<file path="src/hw/rtl/rlbd_pkg.sv">
// Shared types, constants and the control program of the run-length bitmap decoder.
package rlbd_pkg;

	localparam int MAX_RESULTS = 33;
	localparam int CNT_W       = 6;

	localparam logic [2:0] COND_NEVER  = 3'd0;
	localparam logic [2:0] COND_ALWAYS = 3'd1;
	localparam logic [2:0] COND_NOIN   = 3'd2;
	localparam logic [2:0] COND_FIN    = 3'd3;
	localparam logic [2:0] COND_BUSY   = 3'd4;
	localparam logic [2:0] COND_HELD   = 3'd5;

	localparam logic [2:0] STEP_WAIT  = 3'd0;
	localparam logic [2:0] STEP_LDA   = 3'd1;
	localparam logic [2:0] STEP_RUNA  = 3'd2;
	localparam logic [2:0] STEP_TOGA  = 3'd3;
	localparam logic [2:0] STEP_RUNB  = 3'd4;
	localparam logic [2:0] STEP_TOGB  = 3'd5;
	localparam logic [2:0] STEP_FLUSH = 3'd6;

	typedef struct packed {
		logic       accept;
		logic       load;
		logic       load_sel;
		logic       run;
		logic       toggle;
		logic       flush;
		logic [2:0] stay_on;
		logic [2:0] br_on;
		logic [2:0] target;
	} ctrl_word_t;

	typedef struct packed {
		logic in_valid;
		logic busy;
		logic fin;
		logic held;
	} seq_status_t;

	typedef struct packed {
		logic [7:0] pixels;
		logic [6:0] column;
		logic [2:0] page;
		logic       done;
	} result_t;

	function automatic ctrl_word_t rom(input logic [2:0] step);
		ctrl_word_t w;
		w = '0;
		case (step)
			STEP_WAIT: begin
				w.accept  = 1'b1;
				w.stay_on = COND_NOIN;
			end
			STEP_LDA: begin
				w.load   = 1'b1;
				w.br_on  = COND_FIN;
				w.target = STEP_FLUSH;
			end
			STEP_RUNA: begin
				w.run     = 1'b1;
				w.stay_on = COND_BUSY;
			end
			STEP_TOGA: begin
				w.toggle   = 1'b1;
				w.load     = 1'b1;
				w.load_sel = 1'b1;
				w.br_on    = COND_FIN;
				w.target   = STEP_FLUSH;
			end
			STEP_RUNB: begin
				w.run     = 1'b1;
				w.stay_on = COND_BUSY;
			end
			STEP_TOGB: begin
				w.toggle = 1'b1;
			end
			STEP_FLUSH: begin
				w.flush   = 1'b1;
				w.stay_on = COND_HELD;
				w.br_on   = COND_ALWAYS;
				w.target  = STEP_WAIT;
			end
			default: begin
				w.br_on  = COND_ALWAYS;
				w.target = STEP_WAIT;
			end
		endcase
		return w;
	endfunction

endpackage

</file>
<file path="src/hw/rtl/rlbd_seq.sv">
// Microcode sequencer: step counter, program table and conditional jumps.
module rlbd_seq
	import rlbd_pkg::*;
(
	input  logic        clk,
	input  logic        arst_n,
	input  seq_status_t status,
	output ctrl_word_t  ctrl,
	output logic [2:0]  step
);

	logic [2:0] pc_q;
	logic       stay;
	logic       br;

	function automatic logic cond_eval(input logic [2:0] c, input seq_status_t s);
		logic r;
		r = 1'b0;
		case (c)
			COND_NEVER:  r = 1'b0;
			COND_ALWAYS: r = 1'b1;
			COND_NOIN:   r = !s.in_valid;
			COND_FIN:    r = s.fin;
			COND_BUSY:   r = s.busy;
			COND_HELD:   r = s.held;
			default:     r = 1'b0;
		endcase
		return r;
	endfunction

	assign ctrl = rom(pc_q);
	assign step = pc_q;
	assign stay = cond_eval(ctrl.stay_on, status);
	assign br   = cond_eval(ctrl.br_on, status);

	always_ff @(posedge clk or negedge arst_n) begin
		if (!arst_n) begin
			pc_q <= STEP_WAIT;
		end else if (stay) begin
			pc_q <= pc_q;
		end else if (br) begin
			pc_q <= ctrl.target;
		end else begin
			pc_q <= pc_q + 3'd1;
		end
	end

endmodule

</file>
<file path="src/hw/rtl/run_length_bitmap_decoder.sv">
// Top level of the run-length bitmap decoder: sequencer plus pixel packing datapath.
//
// Input stream (s_*): one request per table word, two run codes, high code first;
// s_tuser set clears the decoder (colour, partial byte, column, page, done flag)
// before the word's codes are applied.
// Output stream (m_*): one request per completed byte with its column and page;
// m_tlast marks the last byte caused by a word, m_tuser the final byte of the
// final page. Once the picture is done, words give no bytes until a restart.
// Timing: a word is taken in the wait step; the load, run A, toggle A (also loading
// the second code), run B, toggle B and flush steps follow, each run step taking one
// chunk of its code per cycle, up to the space left in the byte, unless stalled as
// below; the next word is taken in the wait step that follows.
// A completed byte waits in a holding slot until the next byte of the same word
// completes or the flush step, so the last one can be tagged; it shows on the output
// the cycle after that.
// A stalled receiver stops the run steps only when a byte completes and both the
// holding slot and the output register are full, and holds the flush step until the
// output register frees; nothing is dropped.
// Reset returns the sequencer to the wait step and clears the run and output state.
module run_length_bitmap_decoder
	import rlbd_pkg::*;
#(
	parameter int PAGE_BYTES = 128,
	parameter int PAGE_COUNT = 7,
	parameter int CODE_BITS  = 7
) (
	input  logic        clk,
	input  logic        arst_n,
	input  logic        s_tvalid,
	output logic        s_tready,
	input  logic [15:0] s_tdata,   // [13:0] table_word
	input  logic        s_tuser,   // [0] restart
	output logic        m_tvalid,
	input  logic        m_tready,
	output logic [23:0] m_tdata,   // [7:0] pixel_byte, [14:8] column, [17:15] page
	output logic        m_tlast,
	output logic        m_tuser    // [0] picture_done
);

	localparam int COL_W = $clog2(PAGE_BYTES);
	localparam int CX_W  = (COL_W > 7) ? COL_W : 7;
	localparam int REM_W = (CODE_BITS > 4) ? CODE_BITS : 4;
	localparam logic [CODE_BITS-1:0] CODE_MASK = {CODE_BITS{1'b1}};

	ctrl_word_t  ctrl;
	seq_status_t status;
	logic [2:0]  step;

	logic [13:0]          word_q;
	logic [CODE_BITS-1:0] code_q;
	logic [CODE_BITS-1:0] rem_q;
	logic                 colour_q;
	logic [7:0]           partial_q;
	logic [2:0]           bits_q;
	logic [COL_W-1:0]     col_q;
	logic [2:0]           page_q;
	logic                 fin_q;
	logic [CNT_W-1:0]     cnt_q;
	logic                 pend_v_q;
	result_t              pend_q;
	logic                 out_v_q;
	result_t              out_q;
	logic                 out_last_q;

	logic [CODE_BITS-1:0] code_a;
	logic [CODE_BITS-1:0] code_b;
	logic [3:0]           space;
	logic [REM_W-1:0]     rem_x;
	logic [REM_W-1:0]     space_x;
	logic [3:0]           take;
	logic                 full;
	logic [7:0]           partial_nx;
	logic                 out_free;
	logic                 chunk_ok;
	logic                 do_run;
	logic                 do_accept;
	logic                 col_end;
	logic                 page_end;
	logic [CX_W-1:0]      col_x;
	result_t              new_res;

	rlbd_seq u_seq (
		.clk    (clk),
		.arst_n (arst_n),
		.status (status),
		.ctrl   (ctrl),
		.step   (step)
	);

	assign code_a = CODE_BITS'(word_q >> CODE_BITS);
	assign code_b = word_q[CODE_BITS-1:0];

	assign space   = 4'd8 - {1'b0, bits_q};
	assign rem_x   = REM_W'(rem_q);
	assign space_x = REM_W'(space);
	assign full    = rem_x >= space_x;
	assign take    = full ? space : rem_x[3:0];
	assign partial_nx = (partial_q >> take) | (colour_q ? ~(8'hff >> take) : 8'h00);

	assign out_free  = !out_v_q || m_tready;
	assign chunk_ok  = !(full && pend_v_q && !out_free);
	assign do_run    = ctrl.run && (rem_q != '0) && !fin_q && chunk_ok;
	assign do_accept = ctrl.accept && s_tvalid;

	assign col_end  = col_q == COL_W'(PAGE_BYTES - 1);
	assign page_end = page_q == 3'(PAGE_COUNT - 1);
	assign col_x    = CX_W'(col_q);

	assign new_res.pixels = partial_nx;
	assign new_res.column = col_x[6:0];
	assign new_res.page   = page_q;
	assign new_res.done   = col_end && page_end;

	assign status.in_valid = s_tvalid;
	assign status.busy     = (rem_q != '0) && !fin_q;
	assign status.fin      = fin_q;
	assign status.held     = pend_v_q && !out_free;

	assign s_tready = ctrl.accept;
	assign m_tvalid = out_v_q;
	assign m_tdata  = {6'd0, out_q.page, out_q.column, out_q.pixels};
	assign m_tlast  = out_last_q;
	assign m_tuser  = out_q.done;

	always_ff @(posedge clk) begin
		if (do_accept) begin
			word_q <= s_tdata[13:0];
		end
		if (ctrl.load) begin
			code_q <= ctrl.load_sel ? code_b : code_a;
		end
		if (do_run && full && (cnt_q < CNT_W'(MAX_RESULTS))) begin
			pend_q <= new_res;
		end
	end

	always_ff @(posedge clk or negedge arst_n) begin
		if (!arst_n) begin
			rem_q     <= '0;
			colour_q  <= 1'b0;
			partial_q <= '0;
			bits_q    <= '0;
			col_q     <= '0;
			page_q    <= '0;
			fin_q     <= 1'b0;
			cnt_q     <= '0;
		end else begin
			if (do_accept) begin
				cnt_q <= '0;
				rem_q <= '0;
				if (s_tuser) begin
					colour_q  <= 1'b0;
					partial_q <= '0;
					bits_q    <= '0;
					col_q     <= '0;
					page_q    <= '0;
					fin_q     <= 1'b0;
				end
			end
			if (ctrl.load) begin
				rem_q <= ctrl.load_sel ? code_b : code_a;
			end
			if (ctrl.toggle && (code_q != CODE_MASK)) begin
				colour_q <= !colour_q;
			end
			if (do_run) begin
				rem_q  <= rem_q - CODE_BITS'(take);
				bits_q <= bits_q + take[2:0];
				if (full) begin
					partial_q <= '0;
					if (cnt_q < CNT_W'(MAX_RESULTS)) begin
						cnt_q <= cnt_q + CNT_W'(1);
					end
					if (col_end) begin
						col_q <= '0;
						if (page_end) begin
							page_q <= '0;
							fin_q  <= 1'b1;
						end else begin
							page_q <= page_q + 3'd1;
						end
					end else begin
						col_q <= col_q + COL_W'(1);
					end
				end else begin
					partial_q <= partial_nx;
				end
			end
		end
	end

	// one-slot hold-back so the final byte of a word can carry tlast
	always_ff @(posedge clk or negedge arst_n) begin
		if (!arst_n) begin
			pend_v_q   <= 1'b0;
			out_v_q    <= 1'b0;
			out_q      <= '0;
			out_last_q <= 1'b0;
		end else begin
			if (do_run && full && (cnt_q < CNT_W'(MAX_RESULTS))) begin
				pend_v_q <= 1'b1;
				if (pend_v_q) begin
					out_v_q    <= 1'b1;
					out_q      <= pend_q;
					out_last_q <= 1'b0;
				end else if (m_tready) begin
					out_v_q <= 1'b0;
				end
			end else if (ctrl.flush && pend_v_q && out_free) begin
				pend_v_q   <= 1'b0;
				out_v_q    <= 1'b1;
				out_q      <= pend_q;
				out_last_q <= 1'b1;
			end else if (m_tready) begin
				out_v_q <= 1'b0;
			end
		end
	end

	a_idle_empty: assert property (@(posedge clk) disable iff (!arst_n)
		s_tready |-> !pend_v_q)
		else $error("hold slot not empty while waiting for a word");

	a_cnt_bound: assert property (@(posedge clk) disable iff (!arst_n)
		cnt_q <= CNT_W'(MAX_RESULTS))
		else $error("result count beyond limit");

	a_done_page: assert property (@(posedge clk) disable iff (!arst_n)
		(m_tvalid && m_tuser) |-> (m_tdata[17:15] == 3'(PAGE_COUNT - 1)))
		else $error("picture done flagged outside final page");

	a_run_steps: assert property (@(posedge clk) disable iff (!arst_n)
		ctrl.run |-> (step == STEP_RUNA || step == STEP_RUNB))
		else $error("run control outside run steps");

endmodule
</file>
<file path="config.mk">
export PLATFORM = sky130hd
export DESIGN_NAME = run_length_bitmap_decoder
export DESIGN_NICKNAME = d
export VERILOG_FILES = /design/src/hw/rtl/rlbd_pkg.sv /design/src/hw/rtl/rlbd_seq.sv /design/src/hw/rtl/run_length_bitmap_decoder.sv
export SDC_FILE = /design/constraint.sdc
export NUM_CORES = 1
export LEC_CHECK = 0
export ABC_AREA = 1
export BUFFER_PORTS_ARGS = -buffer_cell sky130_fd_sc_hd__clkbuf_2
export CAP_MARGIN = 20
export CORE_AREA = 2 2 144 146
export CTS_BUF_LIST = sky130_fd_sc_hd__clkbuf_4
export DETAILED_ROUTE_END_ITERATION = 8
export DIE_AREA = 0 0 146 148
export GPL_ROUTABILITY_DRIVEN = 0
export PLACE_DENSITY_LB_ADDON = 0.1
export REMOVE_ABC_BUFFERS = 1
export SLEW_MARGIN = 15
export SYNTH_ARGS = -nofsm -noshare
export SYNTH_HDL_FRONTEND = slang
export SYNTH_SLANG_ARGS = --single-unit
</file>
<file path="constraint.sdc">
create_clock -name clk -period 2.9 [get_ports clk]
set_input_delay 0.145 -clock clk [delete_from_list [all_inputs] [get_ports clk]]
set_output_delay 0.145 -clock clk [all_outputs]
set_load 0.1 [all_outputs]
</file>
==> summary by stage, run 1 <==
Timing
Setup slack closes at 0.192 ns. Setup violations remaining at the end of the flow were counted as 0. The worst path in the final design needs a cycle of 2.71 ns, including I/O delays and setup. The worst clock skew is slightly above 0.04 ns. The final hold slack is 0.0984 ns. The worst relative slew slack is a little over two fifths.

The final critical-path share of the clock period is ~93%. The transition time at the pin with the least slew margin is 0.848 ns. Setup repair after global routing left no endpoint under its margin. The maximum frequency from static timing analysis is 369 MHz. The total negative slack for setup checks is 0 ns. The max-slew violation count is 0.

The final hold violation count is 0.

Global route
The overall global routing resource usage is 11.6%. The via count of the first global-routing pass came to 4,056. The remaining global-route overflow is 0. The first global-routing pass estimated 20.0 mm of wire. The number of antenna violations at the first check in global routing is 0. Entering global routing, the biggest net connects 62 pins.

Clocking
The number of sinks driven by the clock tree is 101. The longest clock path from root to sink contains 2 buffers. The buffer cell driving the clock tree root is sky130_fd_sc_hd__clkbuf_4. The register clock-pin slew on the reported worst setup and hold paths is 0.20 ns. The clock tree synthesis step divided the H-tree into 3 levels. The clock latency of the later-clocked register in the worst-skew pair is ~0.51 ns.

TritonCTS created 9 clock buffers. TritonCTS built the clock tree.

Worst setup path
The cell family with the largest share of critical-path delay is adder cells. The slowest stage of the critical path is the sky130_fd_sc_hd__dfrtp_2 cell. The number of buffers and inverters on the critical path is 2. The endpoint identified for the worst register-to-register timing path is bits_q[2]$_DFFE_PN0P_. Counting cells, the worst reg-to-reg path comes to 14.

The setup check on the worst reg-to-reg path leaves a slack of 0.19 ns. In this run the critical register-to-register path is launched from bits_q[0]$_DFFE_PN0P_. Along the worst path, the maximum fanout reaches 7. The signal arrival time at the worst endpoint is approximately 3.1 ns. STA classifies the critical path startpoint as a flip-flop. The worst setup path is captured at a flip-flop.

The startpoint-to-endpoint class of the critical path is flip-flop to flip-flop. Walking the worst path, the cells encountered are nor3_4 -> inv_2 -> ha_1 -> nand2_1 -> inv_1 -> nand2_2 -> nand2_4 -> nand2_2 -> nand2_4 -> ha_1 -> fa_1 -> xnor2_1 -> xor2_1 -> o22ai_1. For this run, the slowest stage of the critical path takes ~0.49 ns. The required arrival time at the worst endpoint is 3.29 ns.

Synth
The fraction of synthesized cell area taken by the top area cell type is 29.7%. The post-synthesis register bit count is about 100. After synthesis the cells add up to 5130 um^2. In this run, distinct cell masters in the synthesized netlist total 43. The total of warnings raised by yosys is 0. By area the synthesized netlist is led by sky130_fd_sc_hd__dfrtp_1 30%, sky130_fd_sc_hd__edfxtp_1 23%, sky130_fd_sc_hd__nand2_1 13%, sky130_fd_sc_hd__nand3_1 7.6%, sky130_fd_sc_hd__inv_1 4.2%. The share of the Yosys chip area taken by registers is a little over half. The top cell type by total area after synthesis is sky130_fd_sc_hd__dfrtp_1.

The cell count after synthesis came out at 581. The mean post-synth cell area is 8.84 um^2.

Floorplan
The x dimension of the die is 146 um. The boundary pin count is 49. The die covers 21,600 um^2.

The vertical extent of the die is roughly 150 um. The starting density of the core is 25.6%. The row count is 52. The core region area is roughly 20,000 um^2.

Final layout
The count of antenna diodes in the layout is 0. The final layout contains slightly below 700 nets. Compared with the post-synthesis result, the final layout area differs by 17.9%.

Leaving out fill and tap cells, the most frequent cell in the layout is sky130_fd_sc_hd__nand2_1. The final standard cell utilization of the core is 30.2%. In the layout the commonest cells are 178 x sky130_fd_sc_hd__nand2_1, 78 x sky130_fd_sc_hd__nand3_1, 60 x sky130_fd_sc_hd__dfrtp_1. Cells with a size suffix above 1 make up between 10% and 20% of the layout.

Detailed routing
The first TritonRoute pass finished after 4 iterations. The number of remaining DRC errors is 0. The per-cell via count in the routed design is between 4 and 5.

The vias after detailed routing is 4,003. The first routing iteration left 289 violations. The average routed wire per standard cell is 12.7 um. In this run the remaining antenna-violating nets after routing total 0. After detailed routing, the total wire length is 11.7 mm.

Placed design
The minimum setup slack after placement is between 0.1 and 0.15 ns. The HPWL after detailed placement is 8.43 mm. The number of buffer cells added on primary ports is 40.

Worst hold path
The source of the worst hold timing path is s_tvalid. The class of the worst hold path is input pin to flip-flop. The worst hold path passes through 4 cells. The worst hold path terminates at u_seq.step[1]$_DFFE_PN0N_.

Job
The max-capacitance violation count is 0.

Status
The flow ran to the end, and the final reports show no timing, DRC or antenna violations.
worst max path at each step:
stage / from / endpoint / slack (ns) / cells after the start
after global placement: bits_q[0]$_DFFE_PN0P_ / bits_q[2]$_DFFE_PN0P_ / 0.15 / 14
final: bits_q[0]$_DFFE_PN0P_ / bits_q[2]$_DFFE_PN0P_ / 0.19 / 14
after detailed placement: bits_q[0]$_DFFE_PN0P_ / rem_q[6]$_DFFE_PN0P_ / 0.13 / 22
after CTS: bits_q[0]$_DFFE_PN0P_ / bits_q[2]$_DFFE_PN0P_ / 0.06 / 14
after global routing: bits_q[1]$_DFFE_PN0P_ / bits_q[2]$_DFFE_PN0P_ / 0.0001 / 14
after floorplan: bits_q[2]$_DFFE_PN0P_ / m_tdata[0]$_DFFE_PN0P_ / 0.17 / 14
metrics by stage:
stage | cell area (um^2) | cells
final | 6050 | 927
after global routing | 6050 | 927
after CTS | 5980 | 924
after detailed placement | 5670 | 892
after global placement | 5670 | 892
after floorplan | 5040 | 570
tightest hold or removal path, cell delays in order:
cell                       delay [ns]
sky130_fd_sc_hd__clkbuf_2        0.14
sky130_fd_sc_hd__o21ai_0         0.10
sky130_fd_sc_hd__nand2_1         0.10
sky130_fd_sc_hd__a31oi_1         0.09
Yosys cell counts:
| library cell | instances |
|---|---|
| sky130_fd_sc_hd__buf_8 | 1 |
| sky130_fd_sc_hd__ha_1 | 15 |
| sky130_fd_sc_hd__buf_4 | 7 |
| sky130_fd_sc_hd__xnor2_1 | 2 |
| sky130_fd_sc_hd__o22ai_1 | 4 |
| sky130_fd_sc_hd__nand2_2 | 6 |
| sky130_fd_sc_hd__inv_1 | 57 |
| sky130_fd_sc_hd__nor3_1 | 7 |
| sky130_fd_sc_hd__nand2_4 | 3 |
| sky130_fd_sc_hd__o31ai_1 | 2 |
| sky130_fd_sc_hd__buf_1 | 1 |
| sky130_fd_sc_hd__a21oi_1 | 10 |
| sky130_fd_sc_hd__nand3_1 | 78 |
| sky130_fd_sc_hd__or2_4 | 1 |
| sky130_fd_sc_hd__buf_2 | 4 |
| sky130_fd_sc_hd__nor3b_1 | 2 |
| sky130_fd_sc_hd__o221ai_1 | 1 |
| sky130_fd_sc_hd__and2_1 | 1 |
| sky130_fd_sc_hd__edfxtp_1 | 40 |
| sky130_fd_sc_hd__o21ai_0 | 23 |
| sky130_fd_sc_hd__mux2i_1 | 2 |
| sky130_fd_sc_hd__conb_1 | 1 |
| sky130_fd_sc_hd__nor2_1 | 29 |
| sky130_fd_sc_hd__xor2_1 | 4 |
| sky130_fd_sc_hd__a31oi_1 | 3 |
| sky130_fd_sc_hd__dfrtp_1 | 61 |
| sky130_fd_sc_hd__o41ai_1 | 1 |
| sky130_fd_sc_hd__nand4_1 | 6 |
| sky130_fd_sc_hd__nand3b_1 | 2 |
| sky130_fd_sc_hd__a21oi_4 | 1 |
| sky130_fd_sc_hd__nor2_8 | 2 |
| sky130_fd_sc_hd__nor2_4 | 2 |
| sky130_fd_sc_hd__nand2_1 | 180 |
| sky130_fd_sc_hd__o211ai_1 | 2 |
| sky130_fd_sc_hd__clkbuf_1 | 2 |
| sky130_fd_sc_hd__o21ai_1 | 2 |
| sky130_fd_sc_hd__o21ai_2 | 3 |
| sky130_fd_sc_hd__or2_2 | 1 |
| sky130_fd_sc_hd__fa_1 | 1 |
| sky130_fd_sc_hd__buf_6 | 1 |
| sky130_fd_sc_hd__nand3_2 | 1 |
| sky130_fd_sc_hd__o21ai_4 | 1 |
| sky130_fd_sc_hd__inv_2 | 8 |
registers in the layout, summed over array words and instances, names as in the netlist, 3 cells and up:
name        cells
word_q         14
page_q          3
bits_q          3
pend_q         19
rem_q           7
code_q          7
partial_q       8
m_tdata        18
cnt_q           6
u_seq.step      3
col_q           7
what timing repair did:
| action | in CTS | in global routing |
|---|---|---|
| gates resized for setup | 0 | 11 |
| buffers inserted | 0 | 3 |
| hold endpoints to repair | 76 | 0 |
| hold buffers | 16 | 0 |
| setup endpoints to repair | 0 | 34 |
final cells by class:
| cell class | instances | area [um^2] |
|---|---|---|
| fillers | 2169 | 14000 |
| multi-input cells | 404 | 2120 |
| inverters | 65 | 244 |
| flip-flops and latches | 101 | 2730 |
| clock inverters | 7 | 80.1 |
| clock buffers | 9 | 67.6 |
| well taps | 270 | 338 |
| repair buffers | 71 | 473 |
metal layers:
layer  vias to the layer above  global-route usage [%]  share of wire (%)
li1                       2045                       -                  -
met2                        81                    19.6                 48
met5                         -                       0                  0
met3                        14                    3.55                4.1
met1                      1863                    14.4                 47
met4                         0                    3.16                1.6
logic make-up (layout without fill, tap and decap cells):
kind of cell / count (synthesis) / after routing / synth area share [%]
mux: 2 / 2 / 0.390
simple gates: 321 / 321 / 28.1
buf+inv: 81 / 152 / 6.90
compound gates: 53 / 53 / 6.34
xor+xnor: 6 / 6 / 1.02
fa+ha+maj: 16 / 16 / 4.05
other cells: 1 / 6 / 0.0730
flops: 101 / 101 / 53.1
Power of run 1 is not shown: default switching activity piles up to over one toggle a cycle in this logic, so the estimate is an artifact.
==> run 2: changes to the inputs <==
Settings changed: CORE_AREA 2 2 144 146 to 2 2 202 105, DIE_AREA 0 0 146 148 to 0 0 204 107.
==> run 2 against run 1 <==
Effect of this change: critical path depth increased by 1; utilization increased by 0.67 points; register-to-register slack got worse by 0.03 ns; non-clock buffer count increased by 12; critical path type unchanged; highest routed layer unchanged.
==> summary by stage, run 2 (same netlist as run 1, synthesis figures left out) <==
Status
The run finished with clean final reports.

Worst setup path
The cell type of the slowest stage on the worst timing path is sky130_fd_sc_hd__dfrtp_1. The slack of the worst reg-to-reg path is 0.16 ns. The maximum fanout along the worst path is 10. The worst setup path startpoint is bits_q[1]$_DFFE_PN0P_. Walking the worst path, the cells encountered are nor3_1 -> buf_4 -> inv_1 -> ha_1 -> nand2_1 -> inv_1 -> nand2_2 -> nand2_4 -> buf_4 -> nand2_1 -> nand2_4 -> nand2_1 -> nand3_1 -> nand3_1 -> nand3_1. At the worst endpoint, the required time is approximately 3.1 ns. In this run the critical register-to-register path is captured at pend_q[11]$_DFFE_PP_.

The end of the critical path is pend_q[11]$_DFFE_PP_. The number of buffers and inverters on the critical path is 4. STA classifies the critical path endpoint as a flip-flop. The worst reg2reg path startpoint is bits_q[1]$_DFFE_PN0P_. The kind of start point of the critical path is a flip-flop. The cell family with the largest share of critical-path delay is simple AND/OR/NAND/NOR gates.

The number of cells traversed by the worst register-to-register path is 15. The maximum single-stage delay on the critical path is about 0.43 ns. The count of cell instances traversed by the critical path is 15. The worst setup path is of the flip-flop to flip-flop kind. For the worst setup path, the data arrival time is 2.97 ns.

Detailed routing
The vias after detailed routing is 4,126. The DRC marker count from the first detailed-route iteration is 339. The first TritonRoute pass finished after 5 iterations. The total wire length is 12.9 mm. The number of nets with antenna violations after detailed routing is 0. The number of remaining DRC errors is 0. The per-cell via count in the routed design is 4.38. The average routed wire per standard cell is 13.7 um.

Timing
The final hold violation count is 0. For the pin with the worst max-slew slack, the measured transition is 0.907 ns. After layout, the worst path uses 94.5% of the clock period.

The final critical-path setup slack is 0.158 ns. The smallest clock period supported by the final layout is computed as approximately 2.7 ns. The max-slew violation count is 0.

The worst relative slew slack is between 30% and 40%. The worst clock skew is 0.0233 ns. Based on the critical path, the design can be clocked at up to 365 MHz. The total negative slack for setup checks is 0 ns. The final hold slack is 0.114 ns.

Setup violations remaining at the end of the flow were counted as 0. Setup repair after global routing could not meet its margin everywhere.

Global route
The wire length of the first global-routing pass is around 21 mm. The number of antenna violations at the first check in global routing is 0. Entering global routing, the biggest net connects 34 pins. Global routing used 12.7% of the available tracks. The via count of the first global-routing pass was 3,859. Global routing finished with a remaining overflow of 0.

Clocking
The clock latency of the later-clocked register in the worst-skew pair is 0.49 ns. The number of clock buffers added by TritonCTS is 9. After clock tree synthesis, the clock-pin slew on the worst setup and hold paths is around 0.18 ns. TritonCTS built the clock tree. The H-tree was split into 3 levels. Counting along the longest clock path gives a buffer depth of 2. The root buffer cell chosen for the clock tree is sky130_fd_sc_hd__clkbuf_4.

The number of sinks driven by the clock tree is roughly 100.

Final layout
The layout cell share with drive strength beyond 1 is between 10% and 20%. The number of nets in the layout is 701. The area occupied by multi-input gates is around 2200 um^2. Leaving out fill and tap cells, the most frequent cells in the layout are 176 x sky130_fd_sc_hd__nand2_1, 76 x sky130_fd_sc_hd__nand3_1, 60 x sky130_fd_sc_hd__dfrtp_1. Compared with the post-synthesis result, the final layout area differs by 20.8%. The filler cells instantiated in the layout total between 2,000 and 2,500. The repair_antennas step left the layout with diodes totalling 0. The register with the most flip-flops in the layout has 19 of them. In the final layout, flip-flops and latches occupy approximately 2700 um^2. The register name with the most flops is pend_q. The most common cell after layout, fill and taps aside is sky130_fd_sc_hd__nand2_1.

Placed design
Summed over all nets, the half-perimeter wirelength after detailed placement is between 9 and 10 mm. The minimum setup slack after placement is 0.194 ns. Port buffering added 40 buffers.

Floorplan
The boundary pin count is 49. The floorplan step defined a die boundary enclosing roughly 22,000 um^2. The vertical extent of the die is 107 um.

The starting density of the core is 25.6%. The x dimension of the die is between 200 and 250 um. In this run the standard cell core region covers about 20,000 um^2. The floorplan has 37 rows.

Job
The max-capacitance violation count is 0.

Worst hold path
In this run the worst hold path is classified as input pin to flip-flop.
## run 2: how the worst min path moves through the flow
stage	from	slack (ns)	end	cells after the start
5_1_grt	s_tvalid	0.12	u_seq.step[1]$_DFFE_PN0N_	4
4_1_cts	s_tvalid	0.08	u_seq.step[1]$_DFFE_PN0N_	4
3_5_place_dp	s_tdata[7]	0.32	word_q[7]$_DFFE_PP_	1
6_report	s_tvalid	0.11	u_seq.step[1]$_DFFE_PN0N_	4
2_1_floorplan	arst_n	-0.15	bits_q[0]$_DFFE_PN0P_	0
3_3_place_gp	arst_n	0.31	bits_q[2]$_DFFE_PN0P_	1
## run 2: worst register-to-register path: stages, from the launching register on
cell	delay (ns)
sky130_fd_sc_hd__dfrtp_1	0.43
sky130_fd_sc_hd__nor3_1	0.19
sky130_fd_sc_hd__buf_4	0.16
sky130_fd_sc_hd__inv_1	0.06
sky130_fd_sc_hd__ha_1	0.28
sky130_fd_sc_hd__nand2_1	0.07
sky130_fd_sc_hd__inv_1	0.04
sky130_fd_sc_hd__nand2_2	0.12
sky130_fd_sc_hd__nand2_4	0.09
sky130_fd_sc_hd__buf_4	0.18
sky130_fd_sc_hd__nand2_1	0.18
sky130_fd_sc_hd__nand2_4	0.14
sky130_fd_sc_hd__nand2_1	0.11
sky130_fd_sc_hd__nand3_1	0.13
sky130_fd_sc_hd__nand3_1	0.19
sky130_fd_sc_hd__nand3_1	0.13
## run 2: per-layer routing
layer | vias to the layer above | wire, um | global-route usage (%)
li1 | 2078 | - | -
met1 | 1963 | 7500 | 20.7
met2 | 75 | 4730 | 16.0
met3 | 10 | 599 | 3.22
met4 | 0 | 108 | 2.54
met5 | - | 0 | 0
## run 2: final cells by class
type / count / area share, %
Tap cell: 273 / 5.51
Inverter: 65 / 3.97
Clock inverter: 7 / 1.13
Sequential cell: 101 / 44.0
Clock buffer: 9 / 1.09
Multi-Input combinational cell: 404 / 34.7
Timing Repair Buffer: 83 / 9.60
## run 2: timing repair
action / in CTS / in global routing
hold endpoints to repair: 43 / 0
buffers inserted: 0 / 5
gates resized for setup: 0 / 22
hold buffers: 16 / 0
endpoints found under the setup margin: 0 / 31
## run 2: per-stage QoR
step / util (%) / cell area (um^2) / instances
detailed placement: 28.7 / 5770 / 905
CTS: 30.2 / 6070 / 937
floorplan: - / 5040 / 570
global placement: 28.7 / 5770 / 905
global route: 30.9 / 6200 / 942
finish: 30.9 / 6200 / 942
Power of run 2 is left out for the same reason.
==> run 3: changes to the inputs <==
Settings changed: ABC_AREA 1 to not set, CORE_AREA 2 2 202 105 to 2 2 206 107, DIE_AREA 0 0 204 107 to 0 0 208 109.
==> run 3 against run 2 <==
Effect of this change: the run now ends with setup timing left; synthesized cell count decreased by 15%; die area increased by 3.9%; first-iteration DRC count decreased by 43%; register-to-register slack got worse by 0.81 ns; global-route usage increased by 1.9 points; hold slack got worse by 0.034 ns; flip-flop and latch count unchanged; worst setup slack got worse by 0.81 ns; non-clock buffer count increased by 58; clock-buffer cell count increased by 1; critical path type unchanged; largest cell class is now multi-input gates.
==> summary by stage, run 3 <==
Status
The run finished, with violations left. The checks that failed: setup timing.

Synth
After synthesis, the mean cell area works out to 10.8 um^2. The total of warnings raised by yosys is 0. The synthesized design contains 40 enable-type register cells. The most used flip-flop cell after synthesis is sky130_fd_sc_hd__dfrtp_1. The top cell type by total area after synthesis is sky130_fd_sc_hd__dfrtp_1. The most frequent cell after synthesis is sky130_fd_sc_hd__dfrtp_1. Ranked by instance count, the synthesized netlist is headed by 61 x sky130_fd_sc_hd__dfrtp_1, 53 x sky130_fd_sc_hd__nand2_1, 42 x sky130_fd_sc_hd__o21ai_0. For this run, asynchronously set or reset flops after synthesis account for 60.4%. In this run, synthesis produced a sequential element count of 101. The number of different library cells used by synthesis comes to 67. Ranked by total cell area, the synthesized netlist is headed by sky130_fd_sc_hd__dfrtp_1 29%, sky130_fd_sc_hd__edfxtp_1 23%, sky130_fd_sc_hd__mux2_2 6.5%, sky130_fd_sc_hd__o21ai_0 3.9%, sky130_fd_sc_hd__nand2_1 3.7%. The fraction of synthesized cell area taken by the top area cell type is about 29%. The cell area that synthesis handed to floorplanning was approximately 5300 um^2. Sequential elements use 51.1% of the synthesized area.

Synthesis produced 496 cells.

Job
The max-capacitance violation count is 0.

Final layout
Summing all multi-input logic gate instances after layout gives around 2700 um^2. The count of antenna diodes in the layout is 0. The non-filler instance count after layout is 908. Summing all non-filler instances in the final layout gives an area of 7220 um^2. The number of nets in the layout is 660. Ranked by flip-flop count, first place goes to pend_q. The area overhead of the layout relative to synthesis is 35.4%. The flip-flop count of the largest register, all copies and words added is 19.

The most common cell after layout, fill and taps aside is sky130_fd_sc_hd__buf_4. Across the whole layout, storage elements account for 2730 um^2. The library cells used most frequently in the layout, excluding fill and tap cells, are 62 x sky130_fd_sc_hd__buf_4, 61 x sky130_fd_sc_hd__dfrtp_1, 53 x sky130_fd_sc_hd__nand2_1. In the final layout, the share of cells above drive strength 1 is between 30% and 40%. The fill cell total of the finished layout is 2,120.

Detailed routing
The DRC marker count from the first detailed-route iteration is 192. Across all layers, the routed design uses about 4,300 vias. The detail route stage leaves a number of antenna-violating nets equal to 0. The per-cell via count in the routed design is 4.77. The number of remaining DRC errors is 0.

Dividing the detail-routed wire length by the instance count gives between 15 and 20 um. The final layout contains routed wiring with a total length of 15.6 mm. The number of optimization iterations in the first detailed-route pass is 4.

Timing
The total negative slack for setup checks is -20.18 ns. The max-slew violation count is 0. The final critical-path setup slack is -0.647 ns.

The count of endpoints failing setup in the final report is between 60 and 70. In this run the tightest slew margin relative to its limit is 63.0%. Timing would allow up to 282 MHz. The final critical path takes up 122% of the cycle. Between clock sinks in the finished design, the worst skew comes to 0.0218 ns.

The minimum period implied by the final worst setup slack is 3.55 ns. The final hold violation count is 0. The transition time at the pin with the least slew margin is 0.557 ns. Setup repair after global routing could not meet its margin everywhere.

Worst setup path
The slack of the worst reg-to-reg path is -0.65 ns. Data on the critical path arrives at its endpoint at 3.98 ns. The worst register-to-register path begins at bits_q[1]$_DFFE_PN0P_.

The number of cells traversed by the worst register-to-register path is 17. The kind of start point of the critical path is a flip-flop. In this run the worst path has a maximum fanout of 3.

The critical path is of the flip-flop to flip-flop type. Data on the critical path is required at its endpoint by roughly 3.3 ns. The endpoint class of the critical path is a flip-flop. The endpoint identified for the worst register-to-register timing path is rem_q[5]$_DFFE_PN0P_.

Floorplan
The vertical extent of the die is approximately 110 um. The core region area is 21,000 um^2. The die is 208 um wide.

For this design the top-level I/O count stands at 49. For this configuration, the core starts out at a cell density of 25.4%. The die covers between 20,000 and 25,000 um^2.

In this run the core area contains 38 standard-cell rows.

Placed design
Counting tap cells, the placed design contains a total of 856 instances. At the placement stage, the worst setup path has a slack of -0.847 ns. The number of buffer cells added on primary ports is 40. The area of placed instances is about 6300 um^2.

The HPWL after detailed placement is 11.0 mm.

Clocking
The register clock-pin slew on the reported worst setup and hold paths is roughly 0.16 ns. The buffer levels on the longest clock path is 2. The TritonCTS clock tree is done.

The number of sinks driven by the clock tree is 101. In this run, CTS created clock tree buffers numbering 9. The clock latency of the later-clocked register in the worst-skew pair is 0.53 ns. CTS built an H-tree with a depth of 3. The buffer cell driving the clock tree root is sky130_fd_sc_hd__clkbuf_4.

Global route
The via count of the first global-routing pass is ~4,300. Global routing used 14.6% of the available tracks across all layers. The remaining global-route overflow is 0. The number of antenna violations at the first check in global routing is 0. Entering global routing, the biggest net connects 45 pins.

The first global-routing pass estimated around 25 mm of wire.

Worst hold path
The class of the worst hold path is input pin to async pin.
[run 3: cell types whose count changed in the layout (fill, tap and decap cells not counted), moves of 7 or more]
cell,change
sky130_fd_sc_hd__inv_1,-40
sky130_fd_sc_hd__a22o_1,+7
sky130_fd_sc_hd__mux2i_1,+7
sky130_fd_sc_hd__a21oi_1,+7
sky130_fd_sc_hd__o21ai_1,+13
sky130_fd_sc_hd__a221oi_1,+9
sky130_fd_sc_hd__and3_1,+9
sky130_fd_sc_hd__buf_6,+12
sky130_fd_sc_hd__a21oi_2,+7
sky130_fd_sc_hd__nand2_1,-123
sky130_fd_sc_hd__nand3_1,-60
sky130_fd_sc_hd__buf_4,+39
sky130_fd_sc_hd__mux2_2,+28
[run 3: metrics by stage]
stage | hold WS, ns | utilization (%)
floorplan | -0.151 | -
global placement | 0.130 | 29.8
detailed placement | 0.138 | 29.8
CTS | 0.0393 | 33.5
global route | 0.0403 | 34.4
finish | 0.0807 | 34.4
[run 3: worst max path at each step]
stage,to,startpoint,depth (start not counted)
finish,rem_q[5]$_DFFE_PN0P_,bits_q[1]$_DFFE_PN0P_,17
global route,rem_q[6]$_DFFE_PN0P_,bits_q[0]$_DFFE_PN0P_,18
CTS,rem_q[5]$_DFFE_PN0P_,bits_q[0]$_DFFE_PN0P_,17
detailed placement,rem_q[5]$_DFFE_PN0P_,bits_q[1]$_DFFE_PN0P_,17
global placement,rem_q[5]$_DFFE_PN0P_,bits_q[1]$_DFFE_PN0P_,17
floorplan,m_tdata[0]$_DFFE_PN0P_,bits_q[1]$_DFFE_PN0P_,11
[run 3: area by class of cell]
class / count / share of cell area, %
multi-input combinational: 347 / 38.0
timing repair buffer: 141 / 16.1
inverter: 23 / 1.33
sequential: 101 / 37.8
clock inverter: 6 / 0.884
tap: 280 / 4.85
clock buffer: 10 / 1.04
[run 3: what timing repair did]
item / in CTS / in global routing
pin swaps: 28 / 26
resized for setup: 71 / 47
endpoints found under the setup margin: 50 / 80
cloned: 1 / 0
buffers inserted: 26 / 9
hold endpoints to repair: 77 / 0
hold buffers: 17 / 0
[run 3: kinds of logic after synthesis]
logic type                 share of synthesized area (%)
adders and majority gates                           4.32
xor gates and xnor gates                           0.985
muxes                                               9.22
other                                             0.0703
AOI/OAI and AO/OA                                   17.7
DFF                                                 51.1
and+or+nand+nor                                     11.9
buffers and inverters                               4.69
[run 3: layer usage]
| metal | part of all wire, % | track usage (%) | wire, um |
|---|---|---|---|
| met1 | 53 | 22.2 | 8290 |
| met2 | 40 | 19.9 | 6260 |
| met3 | 5.8 | 4.55 | 909 |
| met4 | 1.0 | 3.09 | 161 |
| met5 | 0 | 0 | 0 |
[run 3: critical path, stage by stage (launching register included)]
cell	delay [ns]
sky130_fd_sc_hd__dfrtp_1	0.42
sky130_fd_sc_hd__nor3_2	0.21
sky130_fd_sc_hd__inv_1	0.08
sky130_fd_sc_hd__ha_2	0.17
sky130_fd_sc_hd__or4_4	0.41
sky130_fd_sc_hd__a31o_1	0.23
sky130_fd_sc_hd__a41oi_4	0.21
sky130_fd_sc_hd__a21oi_2	0.09
sky130_fd_sc_hd__a21oi_2	0.14
sky130_fd_sc_hd__inv_2	0.07
sky130_fd_sc_hd__ha_4	0.18
sky130_fd_sc_hd__inv_4	0.07
sky130_fd_sc_hd__a2111oi_2	0.05
sky130_fd_sc_hd__a211o_1	0.32
sky130_fd_sc_hd__a311oi_4	0.29
sky130_fd_sc_hd__a211oi_2	0.13
sky130_fd_sc_hd__o21a_1	0.18
sky130_fd_sc_hd__a211o_1	0.22
Power of run 3 is left out for the same reason.
